--- config.mk ---
export PLATFORM = sky130hd
export DESIGN_NAME = segment_font_glyph_raster_unit
export DESIGN_NICKNAME = d
export VERILOG_FILES = /design/src/design/sfgr_pkg.sv /design/src/design/segment_font_glyph_raster_unit.sv /design/src/design/sfgr_front.sv /design/src/design/sfgr_queue.sv /design/src/design/sfgr_back.sv
export SDC_FILE = /design/constraint.sdc
export NUM_CORES = 1
export LEC_CHECK = 0
export ABC_AREA = 0
export BUFFER_PORTS_ARGS = -buffer_cell sky130_fd_sc_hd__buf_2
export CAP_MARGIN = 20
export CORE_AREA = 5 5 95 120
export CTS_CLUSTER_SIZE = 12
export DETAILED_ROUTE_END_ITERATION = 12
export DIE_AREA = 0 0 100 125
export PLACE_DENSITY = 0.94
export SLEW_MARGIN = 20
export SYNTH_ARGS = -nofsm -noshare
export SYNTH_HDL_FRONTEND = slang
export SYNTH_HIERARCHICAL = 1
export SYNTH_SLANG_ARGS = --single-unit
--- constraint.sdc ---
create_clock -name clk -period 6.2 [get_ports clk]
set_input_delay 0.62 -clock clk [delete_from_list [all_inputs] [get_ports clk]]
set_output_delay 0.62 -clock clk [all_outputs]
set_load 0.02 [all_outputs]
--- src/design/sfgr_pkg.sv ---
// shared types and constants of the segment font glyph raster unit
// stroke segment masks, glyph geometry limits and the queued item type
// no dependencies
`timescale 1ns / 1ps

package sfgr_pkg;

  // largest glyph side and field widths
  localparam int MAX_SIZE = 12;
  localparam int ROW_W    = 12;
  localparam int NUM_W    = 4;
  localparam int SEG_W    = 14;

  // smallest glyph side
  localparam logic [NUM_W-1:0] MIN_N = 4'd8;
  localparam logic [NUM_W-1:0] MAX_N = NUM_W'(MAX_SIZE);

  // configuration register indexes
  localparam logic [0:0] REG_FONT_SIZE = 1'b0;
  localparam logic [0:0] REG_BOLD      = 1'b1;

  // stroke segment masks
  localparam logic [SEG_W-1:0] SEG_TOP = 14'h0001;
  localparam logic [SEG_W-1:0] SEG_TL  = 14'h0002;
  localparam logic [SEG_W-1:0] SEG_TLD = 14'h0004;
  localparam logic [SEG_W-1:0] SEG_TM  = 14'h0008;
  localparam logic [SEG_W-1:0] SEG_TRD = 14'h0010;
  localparam logic [SEG_W-1:0] SEG_TR  = 14'h0020;
  localparam logic [SEG_W-1:0] SEG_LM  = 14'h0040;
  localparam logic [SEG_W-1:0] SEG_RM  = 14'h0080;
  localparam logic [SEG_W-1:0] SEG_BL  = 14'h0100;
  localparam logic [SEG_W-1:0] SEG_BLD = 14'h0200;
  localparam logic [SEG_W-1:0] SEG_BM  = 14'h0400;
  localparam logic [SEG_W-1:0] SEG_BRD = 14'h0800;
  localparam logic [SEG_W-1:0] SEG_BR  = 14'h1000;
  localparam logic [SEG_W-1:0] SEG_BOT = 14'h2000;

  // classified letter as held between front and back
  typedef struct packed {
    logic [SEG_W-1:0] segs;
    logic             unsupported;
  } sfgr_item_t;

endpackage

--- src/design/segment_font_glyph_raster_unit.sv ---
// top level of the segment font glyph raster unit
// depends on sfgr_pkg, sfgr_front, sfgr_queue, sfgr_back
`timescale 1ns / 1ps

// usage
//   letter input: in_valid / in_ready carry one ASCII letter_code per item.
//   row output: out_valid / out_ready carry one glyph row per item, top row
//   first, with row_bits (bit c is column c), row_number and last_row; a code
//   outside A-Z and a-z gives a single item with unsupported and last_row set.
//   config: cfg_we writes cfg_data to register cfg_index (0 font_size,
//   1 bold) in the same edge; write only while the unit is idle.
// order and throughput
//   a taken letter goes into the queue, then its first row into the output
//   register. a letter gives font_size rows (clamped to 8..12), one for an
//   unsupported code; the single output register takes one row per cycle
//   while free or drained. queued letters follow each other with no gap;
//   the two-entry queue lets the input keep accepting while rows go out.
// reset and stall
//   reset empties the queue and the output, font_size becomes 8, bold 0.
//   when out_ready is low the current row holds, the queue fills and then
//   in_ready drops until rows drain again.
module segment_font_glyph_raster_unit (
  input  logic        clk,
  input  logic        rst,
  input  logic        cfg_we,
  input  logic [0:0]  cfg_index,
  input  logic [3:0]  cfg_data,
  input  logic        in_valid,
  output logic        in_ready,
  input  logic [7:0]  letter_code,
  output logic        out_valid,
  input  logic        out_ready,
  output logic [11:0] row_bits,
  output logic [3:0]  row_number,
  output logic        last_row,
  output logic        unsupported
);
  import sfgr_pkg::*;

  logic       font_bold;
  logic [3:0] font_size;
  logic       q_full;
  logic       q_push;
  logic       q_pop;
  logic       q_head_valid;
  sfgr_item_t q_item;
  sfgr_item_t q_head;

  // configuration registers
  always_ff @(posedge clk) begin
    if (rst) begin
      font_size <= MIN_N;
      font_bold <= 1'b0;
    end else if (cfg_we) begin
      unique case (cfg_index)
        REG_FONT_SIZE: font_size <= cfg_data;
        REG_BOLD:      font_bold <= cfg_data[0];
        default:       ;
      endcase
    end
  end

  sfgr_front u_front (
    .in_valid    (in_valid),
    .in_ready    (in_ready),
    .letter_code (letter_code),
    .q_full      (q_full),
    .q_push      (q_push),
    .q_item      (q_item)
  );

  sfgr_queue u_queue (
    .clk        (clk),
    .rst        (rst),
    .push       (q_push),
    .push_item  (q_item),
    .full       (q_full),
    .pop        (q_pop),
    .head_valid (q_head_valid),
    .head_item  (q_head)
  );

  sfgr_back u_back (
    .clk         (clk),
    .rst         (rst),
    .font_size   (font_size),
    .bold        (font_bold),
    .head_valid  (q_head_valid),
    .head_item   (q_head),
    .pop         (q_pop),
    .out_valid   (out_valid),
    .out_ready   (out_ready),
    .row_bits    (row_bits),
    .row_number  (row_number),
    .last_row    (last_row),
    .unsupported (unsupported)
  );

endmodule

--- src/design/sfgr_front.sv ---
// front end: accepts letter codes and classifies them into stroke sets
// depends on sfgr_pkg
`timescale 1ns / 1ps

module sfgr_front (
  input  logic               in_valid,
  output logic               in_ready,
  input  logic [7:0]         letter_code,
  input  logic               q_full,
  output logic               q_push,
  output sfgr_pkg::sfgr_item_t q_item
);
  import sfgr_pkg::*;

  logic       is_upper;
  logic       is_lower;
  logic [4:0] slot;

  // stroke set of each letter, slot 0 is A
  function automatic logic [SEG_W-1:0] glyph_segs(input logic [4:0] s);
    logic [SEG_W-1:0] m;
    case (s)
      5'd0:  m = SEG_TOP | SEG_TL | SEG_TR | SEG_LM | SEG_RM | SEG_BL | SEG_BR;
      5'd1:  m = SEG_TOP | SEG_TM | SEG_TR | SEG_RM | SEG_BM | SEG_BR | SEG_BOT;
      5'd2:  m = SEG_TOP | SEG_TL | SEG_BL | SEG_BOT;
      5'd3:  m = SEG_TOP | SEG_TM | SEG_TR | SEG_BM | SEG_BR | SEG_BOT;
      5'd4:  m = SEG_TOP | SEG_TL | SEG_LM | SEG_BL | SEG_BOT;
      5'd5:  m = SEG_TOP | SEG_TL | SEG_LM | SEG_BL;
      5'd6:  m = SEG_TOP | SEG_TL | SEG_RM | SEG_BL | SEG_BR | SEG_BOT;
      5'd7:  m = SEG_TL | SEG_TR | SEG_RM | SEG_LM | SEG_BL | SEG_BR;
      5'd8:  m = SEG_TOP | SEG_TM | SEG_BM | SEG_BOT;
      5'd9:  m = SEG_TR | SEG_BL | SEG_BR | SEG_BOT;
      5'd10: m = SEG_TL | SEG_TRD | SEG_LM | SEG_BL | SEG_BRD;
      5'd11: m = SEG_TL | SEG_BL | SEG_BOT;
      5'd12: m = SEG_TL | SEG_TLD | SEG_TRD | SEG_TR | SEG_BL | SEG_BR;
      5'd13: m = SEG_TL | SEG_TLD | SEG_TR | SEG_BL | SEG_BRD | SEG_BR;
      5'd14: m = SEG_TOP | SEG_TL | SEG_TR | SEG_BL | SEG_BR | SEG_BOT;
      5'd15: m = SEG_TOP | SEG_TL | SEG_TR | SEG_LM | SEG_RM | SEG_BL;
      5'd16: m = SEG_TOP | SEG_TL | SEG_TR | SEG_BL | SEG_BRD | SEG_BR | SEG_BOT;
      5'd17: m = SEG_TOP | SEG_TL | SEG_TR | SEG_LM | SEG_RM | SEG_BL | SEG_BRD;
      5'd18: m = SEG_TOP | SEG_TL | SEG_LM | SEG_RM | SEG_BR | SEG_BOT;
      5'd19: m = SEG_TOP | SEG_TM | SEG_BM;
      5'd20: m = SEG_TL | SEG_TR | SEG_BL | SEG_BR | SEG_BOT;
      5'd21: m = SEG_TL | SEG_TRD | SEG_BL | SEG_BLD;
      5'd22: m = SEG_TL | SEG_TR | SEG_BL | SEG_BLD | SEG_BRD | SEG_BR;
      5'd23: m = SEG_TLD | SEG_TRD | SEG_BLD | SEG_BRD;
      5'd24: m = SEG_TLD | SEG_TRD | SEG_BM;
      5'd25: m = SEG_TOP | SEG_TRD | SEG_BLD | SEG_BOT;
      default: m = '0;
    endcase
    return m;
  endfunction

  // letter range checks, either case maps to the same slot
  assign is_upper = (letter_code >= 8'h41) && (letter_code <= 8'h5A);
  assign is_lower = (letter_code >= 8'h61) && (letter_code <= 8'h7A);

  always_comb begin
    if (is_lower) begin
      slot = 5'(letter_code - 8'h61);
    end else begin
      slot = 5'(letter_code - 8'h41);
    end
  end

  // hand the classified item to the queue
  assign in_ready            = !q_full;
  assign q_push              = in_valid && !q_full;
  assign q_item.unsupported  = !(is_upper || is_lower);
  assign q_item.segs         = (is_upper || is_lower) ? glyph_segs(slot) : '0;

endmodule

--- src/design/sfgr_queue.sv ---
// two-entry queue of classified items between front and back
// depends on sfgr_pkg
`timescale 1ns / 1ps

module sfgr_queue (
  input  logic                 clk,
  input  logic                 rst,
  input  logic                 push,
  input  sfgr_pkg::sfgr_item_t push_item,
  output logic                 full,
  input  logic                 pop,
  output logic                 head_valid,
  output sfgr_pkg::sfgr_item_t head_item
);
  import sfgr_pkg::*;

  sfgr_item_t entries [2];
  logic       wr_ptr;
  logic       rd_ptr;
  logic [1:0] count;

  assign full       = (count == 2'd2);
  assign head_valid = (count != 2'd0);
  assign head_item  = entries[rd_ptr];

  // pointers and fill count
  always_ff @(posedge clk) begin
    if (rst) begin
      wr_ptr <= 1'b0;
      rd_ptr <= 1'b0;
      count  <= 2'd0;
    end else begin
      if (push) begin
        wr_ptr <= !wr_ptr;
      end
      if (pop) begin
        rd_ptr <= !rd_ptr;
      end
      count <= count + 2'(push) - 2'(pop);
    end
  end

  // entry storage
  always_ff @(posedge clk) begin
    if (push) begin
      entries[wr_ptr] <= push_item;
    end
  end

endmodule

--- src/design/sfgr_back.sv ---
// back end: rasterizes the head item one row per cycle into the output register
// when that register is free or drained; depends on sfgr_pkg
`timescale 1ns / 1ps

module sfgr_back (
  input  logic                 clk,
  input  logic                 rst,
  input  logic [3:0]           font_size,
  input  logic                 bold,
  input  logic                 head_valid,
  input  sfgr_pkg::sfgr_item_t head_item,
  output logic                 pop,
  output logic                 out_valid,
  input  logic                 out_ready,
  output logic [11:0]          row_bits,
  output logic [3:0]           row_number,
  output logic                 last_row,
  output logic                 unsupported
);
  import sfgr_pkg::*;

  logic [NUM_W-1:0] row;
  logic [NUM_W-1:0] n;
  logic [NUM_W-1:0] h_up;
  logic [NUM_W-1:0] h_dn;
  logic [NUM_W-1:0] mid;
  logic [NUM_W-1:0] bar;
  logic [ROW_W-1:0] full_m;
  logic [ROW_W-1:0] lo_m;
  logic [ROW_W-1:0] hi_m;
  logic [ROW_W-1:0] mask;
  logic             in_top;
  logic             in_bot;
  logic             advance;
  logic             item_done;
  logic [SEG_W-1:0] sg;

  function automatic logic [ROW_W-1:0] col_bit(input logic [NUM_W-1:0] c);
    return ROW_W'(1) << c;
  endfunction

  // clamp the glyph side and derive its geometry
  always_comb begin
    if (font_size < MIN_N) begin
      n = MIN_N;
    end else if (font_size > MAX_N) begin
      n = MAX_N;
    end else begin
      n = font_size;
    end
  end

  assign h_up   = (n + 4'd1) >> 1;
  assign h_dn   = n >> 1;
  assign mid    = (n - 4'd1) >> 1;
  assign bar    = h_dn - 4'd1;
  assign full_m = {ROW_W{1'b1}} >> (MAX_N - n);
  assign lo_m   = ~({ROW_W{1'b1}} << h_up);
  assign hi_m   = full_m & ({ROW_W{1'b1}} << h_dn);
  assign in_top = (row < h_up);
  assign in_bot = (row >= h_dn);
  assign sg     = head_item.segs;

  // union of all strokes that cross the current row
  always_comb begin
    mask = '0;
    if (|(sg & SEG_TOP)) begin
      if (row == 4'd0) mask |= full_m;
      if (bold && row == 4'd1) mask |= full_m;
    end
    if (|(sg & SEG_TL) && in_top) begin
      mask |= col_bit(4'd0);
      if (bold) mask |= col_bit(4'd1);
    end
    if (|(sg & SEG_TLD)) begin
      if (in_top) mask |= col_bit(row);
      if (bold && row >= 4'd1 && row <= h_dn) mask |= col_bit(row - 4'd1);
    end
    if (|(sg & SEG_TM) && in_top) begin
      mask |= col_bit(mid);
      if (bold) mask |= col_bit(mid + 4'd1);
    end
    if (|(sg & SEG_TRD)) begin
      if (in_top) mask |= col_bit(n - 4'd1 - row);
      if (bold && row >= 4'd1 && row <= h_dn) mask |= col_bit(n - row);
    end
    if (|(sg & SEG_TR) && in_top) begin
      mask |= col_bit(n - 4'd1);
      if (bold) mask |= col_bit(n - 4'd2);
    end
    if (|(sg & SEG_LM)) begin
      if (row == bar) mask |= lo_m;
      if (bold && row == bar + 4'd1) mask |= lo_m;
    end
    if (|(sg & SEG_RM)) begin
      if (row == bar) mask |= hi_m;
      if (bold && row == bar + 4'd1) mask |= hi_m;
    end
    if (|(sg & SEG_BL) && !in_top) begin
      mask |= col_bit(4'd0);
      if (bold) mask |= col_bit(4'd1);
    end
    if (|(sg & SEG_BLD) && in_bot) begin
      mask |= col_bit(n - 4'd1 - row);
      if (bold && row <= n - 4'd2) mask |= col_bit(n - 4'd2 - row);
    end
    if (|(sg & SEG_BM) && in_bot) begin
      mask |= col_bit(mid);
      if (bold) mask |= col_bit(mid + 4'd1);
    end
    if (|(sg & SEG_BRD) && in_bot) begin
      mask |= col_bit(row);
      if (bold && row <= n - 4'd2) mask |= col_bit(row + 4'd1);
    end
    if (|(sg & SEG_BR) && row >= bar) begin
      mask |= col_bit(n - 4'd1);
      if (bold) mask |= col_bit(n - 4'd2);
    end
    if (|(sg & SEG_BOT)) begin
      if (row == n - 4'd1) mask |= full_m;
      if (bold && row == n - 4'd2) mask |= full_m;
    end
  end

  // one row moves into the output register whenever it is free or drained
  assign advance   = head_valid && (!out_valid || out_ready);
  assign item_done = head_item.unsupported || (row == n - 4'd1);
  assign pop       = advance && item_done;

  // row counter and output valid
  always_ff @(posedge clk) begin
    if (rst) begin
      row       <= '0;
      out_valid <= 1'b0;
    end else begin
      if (advance) begin
        row       <= item_done ? 4'd0 : row + 4'd1;
        out_valid <= 1'b1;
      end else if (out_ready) begin
        out_valid <= 1'b0;
      end
    end
  end

  // output payload
  always_ff @(posedge clk) begin
    if (advance) begin
      row_bits    <= head_item.unsupported ? '0 : mask;
      row_number  <= head_item.unsupported ? '0 : row;
      last_row    <= item_done;
      unsupported <= head_item.unsupported;
    end
  end

`ifndef ASSERT_OFF
  a_unsup_shape: assert property (@(posedge clk) disable iff (rst)
    out_valid && unsupported |-> last_row && row_bits == '0 && row_number == '0)
    else $error("unsupported item with wrong shape");

  a_row_in_glyph: assert property (@(posedge clk) disable iff (rst)
    out_valid && !unsupported |-> row_number < n)
    else $error("row number outside glyph");

  a_counter_ahead: assert property (@(posedge clk) disable iff (rst)
    out_valid && !last_row |-> row == row_number + 4'd1)
    else $error("row counter out of step with output row");

  a_pop_has_item: assert property (@(posedge clk) disable iff (rst)
    pop |-> head_valid)
    else $error("queue popped while empty");
`endif

endmodule

==> results.md, run 1 <==
- Die Ht: 125 microns
- Period utilization: 73.8%
- Worst Setup SP: font_size[3]$_SDFFE_PP1P_
- Setup TNS: 0 ps
- Netlist cell types: 99
- Warning count from the yosys run: 6
- Clk pwr share: 18.3%
- RSZ-0062 raised after global routing: no
- Area of the multi-input gates: 4240 sq um
- R2R depth: 11
- Vias in the first global route: 6241
- Initial antenna violation count: 1
- Final-report max-slew violation count: 0
- Hold Violations, Final: 0
- GPL Wtd Cong: 1.12
- Main area contributors after synthesis: edfxtp_1, ha_1, dfxtp_1
- Clock-pin slew on the worst setup and hold paths: 60 ps
- Synth Register Bits: 63
- Startpoint Class: register
- CP Data Required Time: 6260 ps
- Sequential share of power: 26.8%
- Post-synth top area share: 22.7%
- Routed wl met2: 10400 microns
- Share of cells above drive strength 1: 14.0%
- Largest net degree at the start of global routing: 28
- Leak: 2.55 nW
- Total power: 2.55 mW
- Ys flop type: edfxtp_1
- Worst-skew pair later-pin latency: 340 ps
- Bufs on Longest Clock Path: 2
- Filler Cell Count: 851
- Storage cell area: 1740 sq um
- Via count: 6266
- CTS Hold Bufs: 0
- Avg Inst Size Synth: 8.80 sq um
- Post-layout min period: 4570 ps
- Post-synth EDFFs: 48
- Worst vdd ir: 0.000285 V
- First-pass GRT wire length: 33700 microns
- Setup repair bufs after CTS: 0
- Clock Skews: 7.04 ps
- Core footprint: 10200 sq um
- 1st-iter DRT viols: 817
- Most common cell in the netlist: nor2_1
- CTS tree: yes
- Reg-to-Reg End: u_back/row_bits[8]$_SDFFCE_PP0P_
- Top cells by count, synth: nor2_1, nand2_1, ha_1
- Num CTS Buffers: 9
- Power Internal: 1.34 mW
- Max-slew headroom: 31.7%
- Comb pwr share: 54.9%
- # DRC: 0
- Critical Path Fanout Max: 16
- FF-to-FF setup slack: 1630 ps
- Die area: 12500 sq um
- Root Buffer: clkbuf_16
- I/O pins: 38
- Post-CTS Resized: 0
- WL/cell: 24.7 microns
- Area delta synth->final: 6.67%
- CP Capture Type: register
- Post-layout util: 66.0%
- FP Rows: 42
- Psw: 1.21 mW
- Die X: 100 microns
- Fin nets: 810
- Synth async-reset ratio: 0%
- H-Tree Depth: 3
- Met1 Wirelength: 7150 microns
- Outcome: complete, no violations
- CP arrival: 4640 ps
- Global Route Usage Sum: 34.8%
- Sw Share: 47.4%
- Routed WL: 21500 microns
- PwrDens: 377 nW/um^2
- Top Layer Used: met5
- Initial core utilization: 61.8%
- Post-Syn Area: 6340 sq um
- Met3 routed WL: 2050 microns
- Hold Worst Slack: 499 ps
- Cell taking the most area after synthesis: edfxtp_1
- Setup CP Type: reg2reg
- Sequential area share after synthesis: 27.5%
- DR vias/cell: 7.20
- Post-detailed-route count of antenna-violating nets: 0
- Worst r2r src: font_size[3]$_SDFFE_PP1P_
- DP Wirelength: 15700 microns
- # diodes: 0
- Setup crit end: u_back/row_bits[8]$_SDFFCE_PP0P_
- Port Buffers: 37
- Max Cap Violations: 0
- Hold WC Path Type: reg2reg
- Peak Freq: 219 MHz
- DR pass1 iterations: 6
- Final-report setup violation count: 0
- # clock sinks: 63
- Syn Inst Count: 720
- Grt ovf: 0
- Slew @ Worst Pin: 1020 ps
[cell families (layout without fill, tap and decap cells)]
family	after synthesis	after routing	share of synthesized area, %
xor gates and xnor gates	24	24	4.60
AOI/OAI and AO/OA	207	207	23.5
and+or+nand+nor	271	271	22.7
DFF	63	63	27.5
adders and majority gates	59	59	12.0
buffers and inverters	75	92	5.73
muxes	19	19	3.91
other	2	3	0.119
[worst min-delay path by stage]
stage	slack [ps]	endpoint	cells past startpoint	start
floorplan	450	font_size[1]$_SDFFE_PP0P_	2	font_size[1]$_SDFFE_PP0P_
global placement	480	font_size[1]$_SDFFE_PP0P_	2	font_size[1]$_SDFFE_PP0P_
detailed placement	500	font_size[1]$_SDFFE_PP0P_	2	font_size[1]$_SDFFE_PP0P_
CTS	500	font_size[1]$_SDFFE_PP0P_	2	font_size[1]$_SDFFE_PP0P_
global route	530	font_size[1]$_SDFFE_PP0P_	2	font_size[1]$_SDFFE_PP0P_
finish	500	font_size[1]$_SDFFE_PP0P_	2	font_size[1]$_SDFFE_PP0P_
[metrics by stage]
| stage | std cells | cell area, sq um | worst slack, ps |
|---|---|---|---|
| 3_3_place_gp | 854 | 6480 | 1960 |
| 3_5_place_dp | 854 | 6480 | 1880 |
| 2_1_floorplan | 721 | 6340 | 2840 |
| 5_1_grt | 870 | 6760 | 1550 |
| 4_1_cts | 870 | 6750 | 1870 |
| 6_report | 870 | 6760 | 1630 |
[layer usage]
metal	track usage, %	vias to the layer above
li1	-	2721
met1	37.6	2889
met2	57.4	498
met3	8.41	156
met4	27.2	2
met5	0	-
[registers in the layout, summed over array words and instances, names as in the netlist, named ones only]
name / count
u_queue/entries: 30
u_back/row_bits: 12
font_size: 4
u_back/row: 4
u_back/row_number: 4
u_queue/count: 2
font_bold: 1
u_back/last_row: 1
u_back/out_valid: 1
u_back/unsupported: 1
u_queue/rd_ptr: 1
u_queue/wr_ptr: 1
[worst max-delay path, cell delays in order, from the launching register on]
cell,delay (ps)
dfxtp_1,530
nand3b_2,320
ha_1,530
xnor2_4,500
inv_1,400
ha_1,460
a21oi_1,160
nand2_1,140
xor2_2,270
nor2_1,110
a221oi_1,680
a31oi_1,190
[final cells by class]
cell class,count,area share [%]
multi-input combinational,583,62.8
tap,132,2.44
sequential,63,25.8
timing repair buffer,38,2.85
clock inverter,7,0.703
inverter,38,2.11
clock buffer,9,3.33
[power groups by stage]
stage                     Combinational [mW]  Clock, mW  Sequential (mW)
after floorplan                        0.931          0            0.709
after global placement                  1.30          0            0.683
after detailed placement                1.32          0            0.690
after CTS                               1.33      0.469            0.682
after global routing                    1.47      0.490            0.694
final                                   1.40      0.465            0.682
[placed cells by master, fill, tap and decap left out, drive strengths merged, types with 4 or more instances in the layout]
cell     count
dfxtp       15
nand4        7
mux2        16
and3        11
a32oi        8
nand3b       5
a2111oi      7
o22ai        9
clkinv       6
nor2b       18
xnor2       19
nand4bb      4
clkbuf       9
o21ai       32
inv         38
and4         4
a211o        4
nor3        17
nor2        73
o211ai       5
a22oi        8
xor2         4
nand2       67
o21a         4
a211oi      17
o32ai        4
edfxtp      48
buf         38
a221oi       8
nand3       19
and2         5
nand2b      15
nor4         9
a41oi        4
a31oi       15
ha          56
a21oi       44
Power figures use the tool's default switching activity.
==> run 2: changes to the inputs <==
--- a/config.mk
+++ b/config.mk
@@ -8,11 +8,11 @@
 export ABC_AREA = 0
 export BUFFER_PORTS_ARGS = -buffer_cell sky130_fd_sc_hd__buf_2
 export CAP_MARGIN = 20
-export CORE_AREA = 5 5 95 120
+export CORE_AREA = 5 5 96 121
 export CTS_CLUSTER_SIZE = 12
 export DETAILED_ROUTE_END_ITERATION = 12
-export DIE_AREA = 0 0 100 125
-export PLACE_DENSITY = 0.94
+export DIE_AREA = 0 0 101 126
+export PLACE_DENSITY = 0.93
 export SLEW_MARGIN = 20
 export SYNTH_ARGS = -nofsm -noshare
 export SYNTH_HDL_FRONTEND = slang
==> constraint.sdc (replaced) <==
create_clock -name clk -period 4.55 [get_ports clk]
set_input_delay 0.455 -clock clk [delete_from_list [all_inputs] [get_ports clk]]
set_output_delay 0.455 -clock clk [all_outputs]
set_load 0.02 [all_outputs]
==> run 2 against run 1 <==
  * Utilization up 0.64 points
  * Sequential cell count stayed put
  * Hold slack got worse by 100 ps
  * Clock power grew 63%
  * First-iteration DRC count fell by 8.0%
  * Largest power group unchanged
  * Combinational power up 41%
  * Critical path type unchanged
  * Setup slack got worse by 1400 ps
  * Cell count is 1.1% higher
  * Global-route usage shrank 0.89 points
  * Routed wire length is 0.81% higher
  * Register-to-register slack lost 1400 ps
==> results.md, run 2 (synthesized netlist as in run 1, its figures left out) <==
- Outcome: complete, no violations
- Largest regs: u_queue/entries (30), u_back/row_bits (12)
- Critical Path Fanout Max: 12 (-4)
- Die X: 101 microns (+1.0%)
- Most frequent cells in the layout: nor2_1, nand2_1, ha_1
- Setup CP Type: reg2reg
- Die area: 12700 sq um (+1.8%)
- Die Ht: 126 microns (+0.80%)
- Slew @ Worst Pin: 1090 ps (+74.8 ps)
- Initial antenna violation count: 0 (-1)
- Hold WC Path Type: in2reg
- Most flops, register: u_queue/entries
- Max Cap Violations: 0 (unchanged)
- Post-place instance area: 6550 sq um (+1.2%)
- Hold Worst Slack: 396 ps (-103 ps)
- Final-report max-slew violation count: 0 (unchanged)
- Grt ovf: 0 (unchanged)
- Startpoint Class: register
- CP Data Required Time: 4600 ps (-1660 ps)
- Final-report setup violation count: 0 (unchanged)
- Clock Skews: 8.11 ps (+1.07 ps)
- I/O pins: 38 (unchanged)
- Setup repair bufs after CTS: 0 (unchanged)
- # clock sinks: 63 (unchanged)
- Peak Freq: 233 MHz (+6.7%)
- Total power: 3.62 mW (+42%)
- Hold Violations, Final: 0 (unchanged)
- CTS Hold Bufs: 0 (unchanged)
- Area delta synth->final: 8.81%
- Period utilization: 94.2% (+20 points)
- Max-slew headroom: 26.6% (-5.0 points)
- Largest net degree at the start of global routing: 28 (unchanged)
- # diodes: 0 (unchanged)
- Worst vdd ir: 0.000243 V (-15%)
- Via count: 6323 (+0.91%)
- Bufs on Longest Clock Path: 2 (unchanged)
- Post-CTS Resized: 0 (unchanged)
- Setup TNS: 0 ps (unchanged)
- Post-detailed-route count of antenna-violating nets: 0 (unchanged)
- Root Buffer: clkbuf_16
- Fin nets: 820 (+1.2%)
- Initial core utilization: 61.2% (-0.63 points)
- FF-to-FF setup slack: 260 ps (-1360 ps)
- Filler Cell Count: 829 (-2.6%)
- CP arrival: 4330 ps (-310 ps)
- Share of cells above drive strength 1: 15.1% (+1.2 points)
- First-pass GRT wire length: 33200 microns (-1.6%)
- # DRC: 0 (unchanged)
- Port Buffers: 37 (unchanged)
- Leak: 2.63 nW (+2.9%)
- Core footprint: 10400 sq um (+1.0%)
- Final Cell Area: 6890 sq um (+2.0%)
- Clock-pin slew on the worst setup and hold paths: 50 ps (about the same)
- Post-layout util: 66.6% (+0.64 points)
- FP Rows: 42 (unchanged)
- Commonest non-fill, non-tap cell in the layout: nor2_1
- DR pass1 iterations: 6 (unchanged)
- Worst-skew pair later-pin latency: 330 ps (about the same)
- WL/cell: 24.6 microns (-0.33%)
- GPL Wtd Cong: 1.08 (-3.1%)
- Post-layout min period: 4290 ps (-288 ps)
- RSZ-0062 raised after global routing: no
- DP Wirelength: 15900 microns (+1.7%)
- 1st-iter DRT viols: 752 (-8.0%)
- Vias in the first global route: 6147 (-1.5%)
- CP Capture Type: register
- H-Tree Depth: 3 (unchanged)
- DR vias/cell: 7.19 (-0.24%)
- PwrDens: 525 nW/um^2 (+39%)
- CTS tree: yes
- Routed WL: 21600 microns (+0.81%)
- Max FFs per register: 30 (unchanged)
- Num CTS Buffers: 9 (unchanged)
- Global Route Usage Sum: 33.9% (-0.89 points)
[run 2: area by class of cell]
cell class	count	area, sq um	share of cell area, %
Inverter	38	143	2.07
Clock buffer	12	256	3.72
Sequential cell	63	1740	25.3
Timing Repair Buffer	48	268	3.88
Multi-Input combinational cell	583	4240	61.6
Clock inverter	4	76.3	1.11
Tap cell	132	165	2.40
[run 2: final timing paths]
path / start / end / depth (start not counted)
worst max-delay path: font_size[3]$_SDFFE_PP1P_ / u_back/row_bits[8]$_SDFFCE_PP0P_ / 11
worst min-delay path: cfg_data[0] / font_bold$_SDFFE_PP0P_ / 3
worst min register to register: font_size[1]$_SDFFE_PP0P_ / font_size[1]$_SDFFE_PP0P_ / 2
worst max register to register: font_size[3]$_SDFFE_PP1P_ / u_back/row_bits[8]$_SDFFCE_PP0P_ / 11
[run 2: worst max-delay path: stages, from the launching register on]
cell       delay, ps
dfxtp_1          550
nand3b_2         330
ha_1             400
ha_1             400
ha_1             330
o21a_1           170
o21ai_0          200
a2bb2oi_2        450
nor2_1           120
a2111oi_0        720
buf_4            220
a31oi_1          100
[run 2: where the power goes]
part	leakage, nW	switching [mW]	internal (mW)
clock	0.159	0.247	0.511
sequential	0.582	0.0871	0.803
combinational	1.89	1.28	0.691
total	2.63	1.61	2.00
[run 2: per-stage QoR]
stage	cells	setup slack, ps
after floorplan	721	1190
after global placement	864	495
after detailed placement	864	398
after CTS	880	376
after global routing	880	108
final	880	264
[run 2: per-layer routing]
layer / GRT usage, % / part of all wire (%) / vias to the layer above
li1: - / - / 2740
met1: 36.4 / 33 / 2893
met2: 57.7 / 49 / 526
met3: 6.03 / 8.9 / 164
met4: 26.2 / 9.3 / 0
met5: 0 / 0 / -
==> run 3: changes to the inputs <==
--- a/config.mk
+++ b/config.mk
@@ -8,11 +8,11 @@
 export ABC_AREA = 0
 export BUFFER_PORTS_ARGS = -buffer_cell sky130_fd_sc_hd__buf_2
 export CAP_MARGIN = 20
-export CORE_AREA = 5 5 96 121
+export CORE_AREA = 5 5 101 126
 export CTS_CLUSTER_SIZE = 12
 export DETAILED_ROUTE_END_ITERATION = 12
-export DIE_AREA = 0 0 101 126
-export PLACE_DENSITY = 0.93
+export DIE_AREA = 0 0 106 131
+export PLACE_DENSITY = 0.89
 export SLEW_MARGIN = 20
 export SYNTH_ARGS = -nofsm -noshare
 export SYNTH_HDL_FRONTEND = slang
==> constraint.sdc (replaced) <==
create_clock -name clk -period 3.7 [get_ports clk]
set_input_delay 0.37 -clock clk [delete_from_list [all_inputs] [get_ports clk]]
set_output_delay 0.37 -clock clk [all_outputs]
set_load 0.02 [all_outputs]
==> run 3 against run 2 <==
  * Cell area increased by 2.1%
  * Via count decreased by 2.4%
  * Sequential cell count unchanged
  * Critical path type unchanged
  * Highest routed layer unchanged
  * Fmax increased by 20%
==> results.md, run 3 (synthesized netlist as in run 1, its figures left out) <==
- Post-layout min period: 3580 ps (-710 ps)
- H-Tree Depth: 3 (unchanged)
- Worst-skew pair later-pin latency: 350 ps (+20 ps)
- CP Data Required Time: 3770 ps (-830 ps)
- Global Route Usage Sum: 29.9% (-4.0 points)
- Post-detailed-route count of antenna-violating nets: 0 (unchanged)
- Commonest non-fill, non-tap cell in the layout: nor2_1
- Area delta synth->final: 11.1%
- Post-place instance area: 6720 sq um (+2.5%)
- Root Buffer: clkbuf_16
- Port Buffers: 37 (unchanged)
- # clock sinks: 63 (unchanged)
- R2R depth: 12 (+1)
- Num CTS Buffers: 9 (unchanged)
- Vias in the first global route: 6077 (-1.1%)
- Core footprint: 11500 sq um (+11%)
- Fin nets: 843 (+2.8%)
- GR Util met3: 4.96% (-1.1 points)
- Die area: 13900 sq um (+9.1%)
- Met1 GRT Util: 31.4% (-5.1 points)
- WL/cell: 22.4 microns (-8.7%)
- Slew @ Worst Pin: 763 ps (-327 ps)
- Startpoint Class: register
- First-pass GRT wire length: 32100 microns (-3.2%)
- Critical Path Fanout Max: 10 (-2)
- DP Wirelength: 16000 microns (+0.19%)
- Most flops, register: u_queue/entries
- Busiest layer in global routing: met2
- Share of cells above drive strength 1: 18.3% (+3.2 points)
- CTS tree: yes
- Clock Skews: 12.1 ps (+3.94 ps)
- CTS Hold Bufs: 0 (unchanged)
- PwrDens: 617 nW/um^2 (+18%)
- # diodes: 0 (unchanged)
- Final-report setup violation count: 0 (unchanged)
- I/O pins: 38 (unchanged)
- Max FFs per register: 30 (unchanged)
- DR vias/cell: 6.79 (-5.5%)
- Worst vdd ir: 0.000290 V (+19%)
- CP Capture Type: register
- Setup TNS: 0 ps (unchanged)
- Largest net degree at the start of global routing: 28 (unchanged)
- Bufs on Longest Clock Path: 2 (unchanged)
- FP Rows: 44 (+4.8%)
- Initial core utilization: 55.3% (-5.9 points)
- Max-slew headroom: 48.6% (+22 points)
- Largest regs: u_queue/entries (30), u_back/row_bits (12)
- Die Ht: 131 microns (+4.0%)
- GPL Wtd Cong: 1.06 (-1.8%)
- CP arrival: 3640 ps (-690 ps)
- M2 GR Usage: 54.6% (-3.1 points)
- Most frequent cells in the layout: nor2_1, nand2_1, ha_1
- Routed WL: 20400 microns (-5.7%)
- Total power: 4.34 mW (+20%)
- Leak: 2.72 nW (+3.6%)
- Final Cell Area: 7040 sq um (+2.1%)
- Max Cap Violations: 0 (unchanged)
- # DRC: 0 (unchanged)
- Final-report max-slew violation count: 0 (unchanged)
- Die X: 106 microns (+5.0%)
- Hold WC Path Type: in2reg
- Post-layout util: 61.5% (-5.1 points)
- 1st-iter DRT viols: 652 (-13%)
- Grt ovf: 0 (unchanged)
- Peak Freq: 280 MHz (+20%)
- DR pass1 iterations: 6 (unchanged)
- RSZ-0062 raised after global routing: no
- Initial antenna violation count: 0 (unchanged)
- Clock-pin slew on the worst setup and hold paths: 70 ps (+20 ps)
- Via count: 6171 (-2.4%)
- Outcome: complete, no violations
- Period utilization: 96.7% (+2.5 points)
- Cell count of the worst hold path: 3 (unchanged)
- Setup CP Type: reg2reg
- Hold Violations, Final: 0 (unchanged)
-- run 3: power by group --
group | leakage (nW) | internal (mW) | switching, mW
clock | 0.143 | 0.462 | 0.344
sequential | 0.582 | 0.984 | 0.0779
combinational | 2.00 | 0.917 | 1.56
-- run 3: layout make-up --
type | instances | area, sq um
multi-input combinational | 583 | 4260
timing repair buffer | 71 | 440
tap | 138 | 173
inverter | 38 | 145
fill | 994 | 4410
clock inverter | 7 | 55.1
sequential | 63 | 1740
clock buffer | 9 | 225
-- run 3: per-layer routing --
| layer | share of wire (%) | wire length [microns] | up-vias |
|---|---|---|---|
| met5 | 0 | 0 | - |
| met4 | 7.3 | 1500 | 0 |
| met3 | 6.1 | 1240 | 98 |
| met2 | 51 | 10500 | 355 |
| met1 | 35 | 7210 | 2926 |
| li1 | - | - | 2792 |
-- run 3: worst paths after layout --
path	start	to	slack, ps
worst min-delay path	cfg_data[1]	font_size[1]$_SDFFE_PP0P_	300
worst max register to register	font_size[2]$_SDFFE_PP0P_	u_back/row_bits[11]$_SDFFCE_PP0P_	120
worst max-delay path	font_size[2]$_SDFFE_PP0P_	u_back/row_bits[11]$_SDFFCE_PP0P_	120
worst min register to register	font_size[1]$_SDFFE_PP0P_	font_size[1]$_SDFFE_PP0P_	500
-- run 3: critical path, stage by stage (launching register included) --
cell,delay [ps]
dfxtp_2,360
nand3b_2,340
ha_1,280
ha_1,390
ha_1,320
o21a_1,160
o21ai_0,230
a2bb2oi_2,340
buf_4,180
nor2_1,60
a211o_1,280
a211oi_1,230
o22ai_1,130
-- run 3: metrics by stage --
stage | std cells | hold slack (ps) | setup WS, ps
floorplan | 721 | 439 | 344
global placement | 891 | 474 | 151
detailed placement | 891 | 495 | 55.4
CTS | 907 | 286 | 8.65
global route | 909 | 321 | 5.35
finish | 909 | 302 | 124
-- run 3: repair_timing --
item | 4_1_cts | 5_1_grt
buffers inserted | 0 | 2
setup endpoints to repair | 0 | 12
gates resized for setup | 0 | 6
endpoints found under the hold margin | 0 | 0
